File: config.mk
export PLATFORM = sky130hd
export DESIGN_NAME = pll_frequency_change_sequencer
export DESIGN_NICKNAME = d
export VERILOG_FILES = /design/src/hw/rtl/pfcs_pkg.sv /design/src/hw/rtl/pll_frequency_change_sequencer.sv /design/src/hw/rtl/pfcs_div.sv /design/src/hw/rtl/pfcs_ctrl.sv /design/src/hw/rtl/pfcs_datapath.sv
export SDC_FILE = /design/constraint.sdc
export NUM_CORES = 1
export LEC_CHECK = 0
export BUFFER_PORTS_ARGS = -buffer_cell sky130_fd_sc_hd__buf_2
export CAP_MARGIN = 25
export CORE_ASPECT_RATIO = 1.75
export CORE_MARGIN = 8
export CORE_UTILIZATION = 50
export CTS_BUF_LIST = sky130_fd_sc_hd__clkbuf_16
export CTS_CLUSTER_DIAMETER = 40
export DETAILED_ROUTE_END_ITERATION = 7
export HOLD_SLACK_MARGIN = 0.03
export PLACE_DENSITY = 0.69
export RECOVER_POWER = 25
export REMOVE_ABC_BUFFERS = 1
export SLEW_MARGIN = 20
export SYNTH_ARGS = -nofsm -noshare
export SYNTH_HDL_FRONTEND = slang
export SYNTH_HIERARCHICAL = 1
export SYNTH_SLANG_ARGS = --single-unit
File: constraint.sdc
create_clock -name clk -period 9.9 [get_ports clk]
set_clock_uncertainty 0.15 [all_clocks]
set_input_delay 0 -clock clk [delete_from_list [all_inputs] [get_ports clk]]
set_output_delay 0 -clock clk [all_outputs]
set_load 0.02 [all_outputs]
File: src/hw/rtl/pfcs_pkg.sv
// Shared types, codes and the frequency decode function for the PLL frequency
// change sequencer. No dependencies; every other file uses it by scoped names.
`timescale 1ns / 1ps

package pfcs_pkg;

	localparam int OSC_MHZ = 24;

	// Divider width: target (12 bits) plus half a step still fits in 13 bits
	localparam int DIV_W = 13;
	localparam int DIV_CNT_W = $clog2(DIV_W);
	localparam int STEP_W = 7;
	localparam int N_LADDER_MAX = 32;

	// Reciprocal of three, exact for 16-bit dividends after a shift by 17
	localparam logic [16:0] DIV3_RECIP = 17'd43691;

	localparam logic [1:0] SRC_OSC24 = 2'd1;
	localparam logic [1:0] SRC_PLL = 2'd2;

	localparam logic [1:0] RST_FACTOR_K = 2'd3;
	localparam logic [1:0] RST_FACTOR_M = 2'd1;
	localparam logic [1:0] RST_FACTOR_P = 2'd0;
	localparam logic [11:0] RST_STOCK_MHZ = 12'd1008;
	localparam logic [11:0] RST_SAFE_MHZ = 12'd1248;
	localparam logic [11:0] RST_HARD_MHZ = 12'd1440;
	localparam logic [19:0] RST_TIMEOUT = 20'd100000;
	localparam logic [4:0] RST_PLL_N = 5'd20;

	typedef enum logic [2:0] {
		REG_FACTOR_K = 3'd0,
		REG_FACTOR_M = 3'd1,
		REG_FACTOR_P = 3'd2,
		REG_STOCK = 3'd3,
		REG_SAFE_MAX = 3'd4,
		REG_HARD_MAX = 3'd5,
		REG_TIMEOUT = 3'd6
	} cfg_reg_t;

	typedef enum logic [3:0] {
		STS_IDLE = 4'd0,
		STS_STARTED = 4'd1,
		STS_BUSY = 4'd2,
		STS_DONE = 4'd3,
		STS_ALREADY = 4'd4,
		STS_ZERO_STEP = 4'd5,
		STS_BELOW_STOCK = 4'd6,
		STS_ABOVE_SAFE = 4'd7,
		STS_ABOVE_HARD = 4'd8,
		STS_ROLLED_BACK = 4'd9,
		STS_MISMATCH = 4'd10
	} status_t;

	typedef enum logic [1:0] {
		PH_IDLE = 2'd0,
		PH_LOCK = 2'd1,
		PH_ROLLBACK = 2'd2
	} phase_t;

	typedef enum logic [2:0] {
		ST_IDLE,
		ST_DECIDE,
		ST_DIV,
		ST_MUL,
		ST_CHECK,
		ST_EMIT
	} ctrl_state_t;

	typedef struct packed {
		logic cap;
		logic tick_apply;
		logic early_reject;
		logic div_start;
		logic mul_load;
		logic check_apply;
		logic out_load;
	} ctrl_cmd_t;

	typedef struct packed {
		logic is_tick;
		logic busy;
		logic step_zero;
		logic div_done;
		logic out_full;
	} dp_stat_t;

	// 24*(N+1)*(K+1) / ((M+1)*2^P); floor of floor is the floor of the product
	function automatic logic [11:0] decode_mhz(logic [4:0] n, logic [1:0] k,
			logic [1:0] m, logic [1:0] p);
		logic [5:0] n1;
		logic [2:0] k1;
		logic [8:0] nk;
		logic [11:0] prod;
		logic [28:0] prod3;
		logic [11:0] q1;
		n1 = {1'b0, n} + 6'd1;
		k1 = {1'b0, k} + 3'd1;
		nk = 9'(n1 * k1);
		prod = 12'({3'b000, nk} * 12'(OSC_MHZ));
		prod3 = 29'(prod) * 29'(DIV3_RECIP);
		case (m)
			2'd0: q1 = prod;
			2'd1: q1 = prod >> 1;
			2'd2: q1 = 12'(prod3 >> 17);
			default: q1 = prod >> 2;
		endcase
		return q1 >> p;
	endfunction

endpackage

File: src/hw/rtl/pll_frequency_change_sequencer.sv
// Top level of the PLL frequency change sequencer: controller plus datapath.
// Depends on pfcs_pkg, pfcs_ctrl, pfcs_datapath (which holds pfcs_div).
`timescale 1ns / 1ps
//
// Channel   Direction  Handshake            Contents
// s_*       in         s_tvalid / s_tready  tuser: mode; tdata: target_mhz, force_req, pll_locked
// m_*       out        m_tvalid / m_tready  tdata: status, factor_n, clock_source, current_mhz,
//                                           busy_res
// cfg_*     in         cfg_we               cfg_index selects the register, cfg_data the value
//
// A tick item, or a set request dropped as busy or zero step, goes from the decide state
// straight to emit; a set request that reaches the snap first passes the divide, multiply
// and check states, the restoring divider taking its thirteen quotient bits in turn. One
// item is worked at a time; the next is taken once the controller is idle.
// Reset is asynchronous and restores stock factors and the PLL source; no clearing pass.
// A result waits in the output register while m_tready is low; the controller holds the
// following result until that register is free and takes no new item meanwhile.

module pll_frequency_change_sequencer (
	input  logic        clk,
	input  logic        arst_n,
	input  logic        s_tvalid,
	output logic        s_tready,
	input  logic [15:0] s_tdata,   // [11:0] target_mhz, [12] force_req, [13] pll_locked
	input  logic        s_tuser,   // [0] mode: set request or tick
	output logic        m_tvalid,
	input  logic        m_tready,
	output logic [23:0] m_tdata,   // [3:0] status, [8:4] factor_n, [10:9] clock_source,
	                               // [22:11] current_mhz, [23] busy_res
	input  logic        cfg_we,
	input  logic [2:0]  cfg_index,
	input  logic [19:0] cfg_data
);

	// commands from the controller, status back from the datapath
	pfcs_pkg::ctrl_cmd_t cmd;
	pfcs_pkg::dp_stat_t stat;

	// sequence capture, snap, check and result emission
	pfcs_ctrl u_ctrl (
		.clk      (clk),
		.arst_n   (arst_n),
		.s_tvalid (s_tvalid),
		.s_tready (s_tready),
		.stat     (stat),
		.cmd      (cmd)
	);

	// registers, PLL state, divider and output register
	pfcs_datapath u_dp (
		.clk       (clk),
		.arst_n    (arst_n),
		.cfg_we    (cfg_we),
		.cfg_index (cfg_index),
		.cfg_data  (cfg_data),
		.s_tdata   (s_tdata),
		.s_tuser   (s_tuser),
		.m_tvalid  (m_tvalid),
		.m_tready  (m_tready),
		.m_tdata   (m_tdata),
		.cmd       (cmd),
		.stat      (stat)
	);

endmodule

File: src/hw/rtl/pfcs_div.sv
// Restoring divider, one quotient bit per cycle, for snapping a target to the step.
// Depends on pfcs_pkg for widths.
`timescale 1ns / 1ps

module pfcs_div (
	input  logic                            clk,
	input  logic                            arst_n,
	input  logic                            start,
	input  logic [pfcs_pkg::DIV_W-1:0]      dividend,
	input  logic [pfcs_pkg::STEP_W-1:0]     divisor,
	output logic                            done,
	output logic [pfcs_pkg::DIV_W-1:0]      quotient
);

	logic [pfcs_pkg::STEP_W-1:0] rem_q;
	logic [pfcs_pkg::DIV_W-1:0] quo_q;
	logic [pfcs_pkg::DIV_CNT_W-1:0] cnt_q;
	logic run_q;
	logic done_q;
	logic [pfcs_pkg::STEP_W-1:0] div_q;
	logic [pfcs_pkg::STEP_W:0] trial;
	logic ge;
	logic [pfcs_pkg::STEP_W:0] diff;

	assign trial = {rem_q, quo_q[pfcs_pkg::DIV_W-1]};
	assign ge = trial >= {1'b0, div_q};
	assign diff = trial - {1'b0, div_q};

	always_ff @(posedge clk or negedge arst_n) begin
		if (!arst_n) begin
			run_q <= 1'b0;
			done_q <= 1'b0;
			cnt_q <= '0;
		end else begin
			done_q <= run_q && (cnt_q == '0);
			if (start) begin
				run_q <= 1'b1;
				cnt_q <= pfcs_pkg::DIV_CNT_W'(pfcs_pkg::DIV_W - 1);
			end else if (run_q) begin
				if (cnt_q == '0) begin
					run_q <= 1'b0;
				end
				cnt_q <= cnt_q - 1'b1;
			end
		end
	end

	always_ff @(posedge clk) begin
		if (start) begin
			quo_q <= dividend;
			rem_q <= '0;
			div_q <= divisor;
		end else if (run_q) begin
			rem_q <= ge ? diff[pfcs_pkg::STEP_W-1:0] : trial[pfcs_pkg::STEP_W-1:0];
			quo_q <= {quo_q[pfcs_pkg::DIV_W-2:0], ge};
		end
	end

	assign done = done_q;
	assign quotient = quo_q;

	assert property (@(posedge clk) disable iff (!arst_n) start |=> run_q && !done_q)
		else $error("divider did not start");
	assert property (@(posedge clk) disable iff (!arst_n) done_q |-> !run_q)
		else $error("divider done while still running");

endmodule

File: src/hw/rtl/pfcs_ctrl.sv
// Controller state machine: sequences capture, snap, check, tick update and result.
// Depends on pfcs_pkg for states, command and status structs.
`timescale 1ns / 1ps

module pfcs_ctrl (
	input  logic                  clk,
	input  logic                  arst_n,
	input  logic                  s_tvalid,
	output logic                  s_tready,
	input  pfcs_pkg::dp_stat_t    stat,
	output pfcs_pkg::ctrl_cmd_t   cmd
);

	pfcs_pkg::ctrl_state_t state_q, state_nx;

	always_ff @(posedge clk or negedge arst_n) begin
		if (!arst_n) begin
			state_q <= pfcs_pkg::ST_IDLE;
		end else begin
			state_q <= state_nx;
		end
	end

	always_comb begin
		state_nx = state_q;
		case (state_q)
			pfcs_pkg::ST_IDLE: begin
				if (s_tvalid) state_nx = pfcs_pkg::ST_DECIDE;
			end
			pfcs_pkg::ST_DECIDE: begin
				if (stat.is_tick || stat.busy || stat.step_zero) begin
					state_nx = pfcs_pkg::ST_EMIT;
				end else begin
					state_nx = pfcs_pkg::ST_DIV;
				end
			end
			pfcs_pkg::ST_DIV: begin
				if (stat.div_done) state_nx = pfcs_pkg::ST_MUL;
			end
			pfcs_pkg::ST_MUL: state_nx = pfcs_pkg::ST_CHECK;
			pfcs_pkg::ST_CHECK: state_nx = pfcs_pkg::ST_EMIT;
			pfcs_pkg::ST_EMIT: begin
				if (!stat.out_full) state_nx = pfcs_pkg::ST_IDLE;
			end
			default: state_nx = pfcs_pkg::ST_IDLE;
		endcase
	end

	always_comb begin
		cmd = '0;
		s_tready = 1'b0;
		case (state_q)
			pfcs_pkg::ST_IDLE: begin
				s_tready = 1'b1;
				cmd.cap = s_tvalid;
			end
			pfcs_pkg::ST_DECIDE: begin
				if (stat.is_tick) begin
					cmd.tick_apply = 1'b1;
				end else if (stat.busy || stat.step_zero) begin
					cmd.early_reject = 1'b1;
				end else begin
					cmd.div_start = 1'b1;
				end
			end
			pfcs_pkg::ST_MUL: cmd.mul_load = 1'b1;
			pfcs_pkg::ST_CHECK: cmd.check_apply = 1'b1;
			pfcs_pkg::ST_EMIT: cmd.out_load = !stat.out_full;
			default: cmd = '0;
		endcase
	end

endmodule

File: src/hw/rtl/pfcs_datapath.sv
// Datapath: configuration registers, PLL state, snap arithmetic and result register.
// Depends on pfcs_pkg and instantiates pfcs_div.
`timescale 1ns / 1ps

module pfcs_datapath (
	input  logic                  clk,
	input  logic                  arst_n,
	input  logic                  cfg_we,
	input  logic [2:0]            cfg_index,
	input  logic [19:0]           cfg_data,
	input  logic [15:0]           s_tdata,
	input  logic                  s_tuser,
	output logic                  m_tvalid,
	input  logic                  m_tready,
	output logic [23:0]           m_tdata,
	input  pfcs_pkg::ctrl_cmd_t   cmd,
	output pfcs_pkg::dp_stat_t    stat
);

	// configuration
	logic [1:0] k_q, m_q, p_q;
	logic [11:0] stock_q, safe_q, hard_q;
	logic [19:0] timeout_q;

	// captured item
	logic mode_q, force_q, locked_q;
	logic [11:0] target_q;

	// sequencer state
	logic [4:0] pll_n_q, saved_n_q;
	logic [1:0] src_q, saved_src_q;
	pfcs_pkg::phase_t phase_q;
	logic [19:0] wait_q;
	logic [11:0] snap_q;

	// snap arithmetic
	logic [5:0] n_q;
	logic [11:0] mhz_q;
	pfcs_pkg::status_t res_q;

	// result register
	logic out_valid_q;
	logic [3:0] o_status_q;
	logic [4:0] o_n_q;
	logic [1:0] o_src_q;
	logic [11:0] o_mhz_q;
	logic o_busy_q;

	logic [11:0] step_full;
	logic [pfcs_pkg::STEP_W-1:0] step;
	logic [11:0] cur_mhz;
	logic [pfcs_pkg::DIV_W-1:0] dividend;
	logic div_done;
	logic [pfcs_pkg::DIV_W-1:0] quo;
	logic [5:0] n_clamp;
	logic [19:0] wait_inc;
	logic timed_out;
	logic busy;

	assign step_full = pfcs_pkg::decode_mhz(5'd0, k_q, m_q, p_q);
	assign step = step_full[pfcs_pkg::STEP_W-1:0];
	assign cur_mhz = pfcs_pkg::decode_mhz(pll_n_q, k_q, m_q, p_q);
	assign dividend = pfcs_pkg::DIV_W'(target_q) + pfcs_pkg::DIV_W'(step >> 1);
	assign busy = (phase_q == pfcs_pkg::PH_LOCK) || (phase_q == pfcs_pkg::PH_ROLLBACK);
	assign wait_inc = wait_q + 20'd1;
	assign timed_out = wait_inc >= timeout_q;

	always_comb begin
		if (quo == '0) begin
			n_clamp = 6'd1;
		end else if (quo > pfcs_pkg::DIV_W'(pfcs_pkg::N_LADDER_MAX)) begin
			n_clamp = 6'(pfcs_pkg::N_LADDER_MAX);
		end else begin
			n_clamp = quo[5:0];
		end
	end

	pfcs_div u_div (
		.clk      (clk),
		.arst_n   (arst_n),
		.start    (cmd.div_start),
		.dividend (dividend),
		.divisor  (step),
		.done     (div_done),
		.quotient (quo)
	);

	always_ff @(posedge clk or negedge arst_n) begin
		if (!arst_n) begin
			k_q <= pfcs_pkg::RST_FACTOR_K;
			m_q <= pfcs_pkg::RST_FACTOR_M;
			p_q <= pfcs_pkg::RST_FACTOR_P;
			stock_q <= pfcs_pkg::RST_STOCK_MHZ;
			safe_q <= pfcs_pkg::RST_SAFE_MHZ;
			hard_q <= pfcs_pkg::RST_HARD_MHZ;
			timeout_q <= pfcs_pkg::RST_TIMEOUT;
		end else if (cfg_we) begin
			case (cfg_index)
				pfcs_pkg::REG_FACTOR_K: k_q <= cfg_data[1:0];
				pfcs_pkg::REG_FACTOR_M: m_q <= cfg_data[1:0];
				pfcs_pkg::REG_FACTOR_P: p_q <= cfg_data[1:0];
				pfcs_pkg::REG_STOCK: stock_q <= cfg_data[11:0];
				pfcs_pkg::REG_SAFE_MAX: safe_q <= cfg_data[11:0];
				pfcs_pkg::REG_HARD_MAX: hard_q <= cfg_data[11:0];
				pfcs_pkg::REG_TIMEOUT: timeout_q <= cfg_data;
				default: ;
			endcase
		end
	end

	// item capture and snap arithmetic
	always_ff @(posedge clk) begin
		if (cmd.cap) begin
			mode_q <= s_tuser;
			target_q <= s_tdata[11:0];
			force_q <= s_tdata[12];
			locked_q <= s_tdata[13];
		end
		if (cmd.mul_load) begin
			n_q <= n_clamp;
			mhz_q <= 12'({6'b0, step} * {7'b0, n_clamp});
		end
	end

	// sequencer state; saved values and the snapped frequency are payload
	always_ff @(posedge clk or negedge arst_n) begin
		if (!arst_n) begin
			pll_n_q <= pfcs_pkg::RST_PLL_N;
			src_q <= pfcs_pkg::SRC_PLL;
			phase_q <= pfcs_pkg::PH_IDLE;
			wait_q <= '0;
			res_q <= pfcs_pkg::STS_IDLE;
		end else begin
			if (cmd.early_reject) begin
				res_q <= busy ? pfcs_pkg::STS_BUSY : pfcs_pkg::STS_ZERO_STEP;
			end
			if (cmd.check_apply) begin
				if (mhz_q < stock_q) begin
					res_q <= pfcs_pkg::STS_BELOW_STOCK;
				end else if (mhz_q > safe_q && !force_q) begin
					res_q <= pfcs_pkg::STS_ABOVE_SAFE;
				end else if (mhz_q > hard_q) begin
					res_q <= pfcs_pkg::STS_ABOVE_HARD;
				end else if (mhz_q == cur_mhz) begin
					res_q <= pfcs_pkg::STS_ALREADY;
				end else begin
					src_q <= pfcs_pkg::SRC_OSC24;
					pll_n_q <= 5'(n_q - 6'd1);
					wait_q <= '0;
					phase_q <= pfcs_pkg::PH_LOCK;
					res_q <= pfcs_pkg::STS_STARTED;
				end
			end
			if (cmd.tick_apply) begin
				case (phase_q)
					pfcs_pkg::PH_LOCK: begin
						if (locked_q) begin
							src_q <= pfcs_pkg::SRC_PLL;
							phase_q <= pfcs_pkg::PH_IDLE;
							wait_q <= '0;
							res_q <= (cur_mhz == snap_q) ? pfcs_pkg::STS_DONE
								: pfcs_pkg::STS_MISMATCH;
						end else begin
							res_q <= pfcs_pkg::STS_STARTED;
							if (timed_out) begin
								pll_n_q <= saved_n_q;
								wait_q <= '0;
								phase_q <= pfcs_pkg::PH_ROLLBACK;
							end else begin
								wait_q <= wait_inc;
							end
						end
					end
					pfcs_pkg::PH_ROLLBACK: begin
						if (locked_q || timed_out) begin
							src_q <= saved_src_q;
							phase_q <= pfcs_pkg::PH_IDLE;
							wait_q <= '0;
							res_q <= pfcs_pkg::STS_ROLLED_BACK;
						end else begin
							wait_q <= wait_inc;
							res_q <= pfcs_pkg::STS_STARTED;
						end
					end
					default: begin
						phase_q <= pfcs_pkg::PH_IDLE;
						res_q <= pfcs_pkg::STS_IDLE;
					end
				endcase
			end
		end
	end

	// take the old setting at each check, so it is at hand when a change starts
	always_ff @(posedge clk) begin
		if (cmd.check_apply) begin
			saved_n_q <= pll_n_q;
			saved_src_q <= src_q;
			snap_q <= mhz_q;
		end
	end

	always_ff @(posedge clk or negedge arst_n) begin
		if (!arst_n) begin
			out_valid_q <= 1'b0;
		end else if (cmd.out_load) begin
			out_valid_q <= 1'b1;
		end else if (m_tready) begin
			out_valid_q <= 1'b0;
		end
	end

	always_ff @(posedge clk) begin
		if (cmd.out_load) begin
			o_status_q <= res_q;
			o_n_q <= pll_n_q;
			o_src_q <= src_q;
			o_mhz_q <= cur_mhz;
			o_busy_q <= busy;
		end
	end

	assign m_tvalid = out_valid_q;
	assign m_tdata = {o_busy_q, o_mhz_q, o_src_q, o_n_q, o_status_q};

	assign stat.is_tick = mode_q;
	assign stat.busy = busy;
	assign stat.step_zero = (step == '0);
	assign stat.div_done = div_done;
	assign stat.out_full = out_valid_q && !m_tready;

	assert property (@(posedge clk) disable iff (!arst_n)
		(phase_q != pfcs_pkg::PH_IDLE) |-> (src_q == pfcs_pkg::SRC_OSC24))
		else $error("sequence active while CPU not on the 24 MHz oscillator");
	assert property (@(posedge clk) disable iff (!arst_n)
		(phase_q == pfcs_pkg::PH_IDLE) |-> (wait_q == '0))
		else $error("lock wait counter left running while idle");
	assert property (@(posedge clk) disable iff (!arst_n)
		(out_valid_q && !m_tready) |-> !cmd.out_load)
		else $error("result overwritten before it was taken");
	assert property (@(posedge clk) disable iff (!arst_n)
		cmd.check_apply |-> (phase_q == pfcs_pkg::PH_IDLE))
		else $error("frequency change checked while a sequence is active");

endmodule

==> reports/metrics.csv <==
stage,metric,value,unit
outcome,status,finished with violations,
outcome,failing checks,"capacitance limit, slew limit",
floorplanning,Die Width,154,um
worst_setup_path,CP dominant cell by count,fa_1,
floorplanning,IO Pins,71,
logic_synthesis,"Seq/Total Area, Yosys",0.338,
worst_setup_path,Worst EP arrival,9900,ps
placement,DP Cell Count,2207,
timing,final setup violation count,0,
cells_and_area,Syn-to-layout area delta,16.5,%
cts,Worst-path clk slew,60,ps
cells_and_area,Final #Nets,2170,
cts,Clock Root Buffer,clkbuf_16,
worst_setup_path,CP max FO,5,
logic_synthesis,top-count cell post-synth,inv_1,
global_route,first-pass GRT wire length,73600,um
logic_synthesis,synthesized area,16700,um^2
cts,clk buf depth,3,
floorplanning,Core ar.,33000,um^2
worst_setup_path,Setup CP Type,reg -> reg,
placement,DP HPWL,35200,um
drt,vias,13851,
logic_synthesis,Main synth FF type,edfxtp_1,
logic_synthesis,Synth Warn #,6,
logic_synthesis,Yosys cell types,99,
timing,Max Clock Freq,104,MHz
global_route,vias in the first global route,14268,
logic_synthesis,ys async rst share,0.507,
drt,initial detailed-routing violation count,757,
logic_synthesis,Post-Syn Area per Cell,9.66,um^2
cts,H-tree levels,1,
timing,final hold violation count,0,
floorplanning,die height,258,um
global_route,initial antenna violation count,1,
worst_setup_path,crit-path max cell delay,560,ps
worst_setup_path,CP max-delay cell,dfstp_2,
logic_synthesis,Synth area leader,edfxtp_1,
drt,Vias/cell,5.95,
placement,IO Port Bufs,68,
cells_and_area,layout cells sized above 1,0.171,
cts,CTS sink cnt,207,
timing,Relative slew margins,-0.480,
global_route,total gr overflow,0,
worst_setup_path,Critical Path RT,10150,ps
cts,TritonCTS clock tree,done,
cells_and_area,final instance area,19500,um^2
floorplanning,Initial Utilization,0.507,
global_route,largest net degree at the start of global routing,58,
job,number of max-cap violations,1,
logic_synthesis,Synth area leaders,"edfxtp_1 17%, ha_1 12%, dfrtp_1 12%",
drt,Remaining DRCs,0,
logic_synthesis,area share of the largest cell type after synthesis,0.170,
worst_setup_path,crit end category,register,
logic_synthesis,Post-Syn Instances,1732,
timing,period utilization,0.975,
global_route,Total Routing Usage GR,0.231,
floorplanning,Site Rows,88,
drt,DR WL/cell,19.9,um
cells_and_area,final cell count without fillers,2327,
logic_synthesis,Post-synth EDFFs,95,
drt,Final ANT Viol Nets,0,
timing,Final Slew Violations,40,
cts,TritonCTS buffer count,21,
placement,Placement Cell Area,17800,um^2
drt,Routed WL,46400,um
placement,RePlAce Congestion,0.950,
cts,Skew-Pair Late Insertion Delay,510,ps
logic_synthesis,most instantiated cells after synthesis,"195 x inv_1, 164 x ha_1, 139 x nand2_1, 96 x nor2_1, 95 x edfxtp_1",
logic_synthesis,synthesis-stage register bit count,207,
hold_path,Hold Crit Class,in -> reg,
drt,Initial DRT Pass Iterations,5,
floorplanning,Die ar.,39800,um^2
timing,Tmin final,9650,ps
timing,Worst-Margin Slew,2220,ps
worst_setup_path,startpoint types,register,
-- state kept, by name, summed over array words and instances (netlist names), 4 cells and up --
signal / cells
u_dp/hard_q: 12
u_dp/mhz_q: 12
u_dp/n_q: 5
u_dp/o_mhz_q: 12
u_dp/o_n_q: 5
u_dp/o_status_q: 4
u_dp/pll_n_q: 5
u_dp/res_q: 4
u_dp/safe_q: 12
u_dp/saved_n_q: 5
u_dp/snap_q: 12
u_dp/stock_q: 12
u_dp/target_q: 12
u_dp/timeout_q: 20
u_dp/u_div/cnt_q: 4
u_dp/u_div/div_q: 7
u_dp/u_div/quotient: 13
u_dp/u_div/rem_q: 7
u_dp/wait_q: 20
-- logic make-up after synthesis --
kind of cell / count (synthesis) / synth area share
and+or+nand+nor: 508 / 0.155
DFF: 207 / 0.338
AOI/OAI and AO/OA: 379 / 0.158
buffers and inverters: 253 / 0.0591
xor gates and xnor gates: 76 / 0.0411
muxes: 90 / 0.0605
adders and majority gates: 219 / 0.188
-- cells in the final DEF, fill, tap and decap left out, types with 63 or more instances in the layout --
cell           synthesis  layout
a21oi_1               76      75
buf_4                  5      63
dfrtp_1               79      79
dlygate4sd3_1          0      70
edfxtp_1              95      95
ha_1                 164     153
inv_1                195     200
mux2_2                69      69
nand2_1              139     138
nor2_1                96      96
o21ai_0               74      71
-- final cells by class --
class                           count  area, um^2
Antenna cell                        1        2.50
Clock buffer                       21         526
Clock inverter                     17        95.1
Fill cell                        2865       13500
Inverter                          196         736
Multi-Input combinational cell   1272       10400
Sequential cell                   207        5650
Tap cell                          405         507
Timing Repair Buffer              208        1560
-- routing by layer --
metal / share of wire / vias up / global-route usage
met5: 0 / - / 0
met4: 0.073 / 0 / 0.158
met3: 0.034 / 167 / 0.0216
met2: 0.55 / 375 / 0.447
met1: 0.35 / 6759 / 0.226
li1: - / 6550 / -
-- final timing paths --
check | startpoint | to | slack (ps) | depth (start not counted)
worst max register to register | u_dp/k_q[0]$_DFFE_PN1P_ | u_dp/res_q[0]$_DFFE_PN0P_ | 250 | 33
worst max-delay path | u_dp/k_q[0]$_DFFE_PN1P_ | u_dp/res_q[0]$_DFFE_PN0P_ | 250 | 33
worst min register to register | u_dp/saved_n_q[3]$_DFFE_PP_ | u_dp/pll_n_q[3]$_DFF_PN0_ | 310 | 2
min in group asynchronous | arst_n | u_dp/pll_n_q[2]$_DFF_PN1_ | 900 | 3
worst min-delay path | s_tdata[2] | u_dp/target_q[2]$_DFFE_PP_ | 40 | 2
max in group asynchronous | arst_n | u_dp/timeout_q[6]$_DFFE_PN0P_ | 6570 | 4
-- per-stage QoR --
step                      hold slack, ps   util  TNS, ps  worst slack (ps)
after global routing                38.3  0.590     -192             -97.0
after CTS                           30.1  0.580        0              6.68
after floorplan                     -446      -    -3450              -186
final                               42.9  0.590        0               249
after global placement             -84.5  0.539        0              98.7
after detailed placement           -81.1  0.539        0              7.88
-- critical path: cells and delay by family (launching register included) --
kind,cells,cell delay (ps)
adders and majority gates,10,3910
and+or+nand+nor,8,1900
DFF,1,560
AOI/OAI and AO/OA,8,2040
xor gates and xnor gates,1,320
buffers and inverters,6,660
-- timing repair --
item                                    CTS  global route
hold endpoints to repair                128             0
endpoints found under the setup margin   18            32
gates resized for setup                   1            66
setup buffers                             0            10
hold buffers                             71             0
pin swaps                                 0            20
cloned                                    0             0
Power is left out: the tool's default activity adds up to more than one toggle a clock period on the data nets, which glitch-free logic cannot reach.
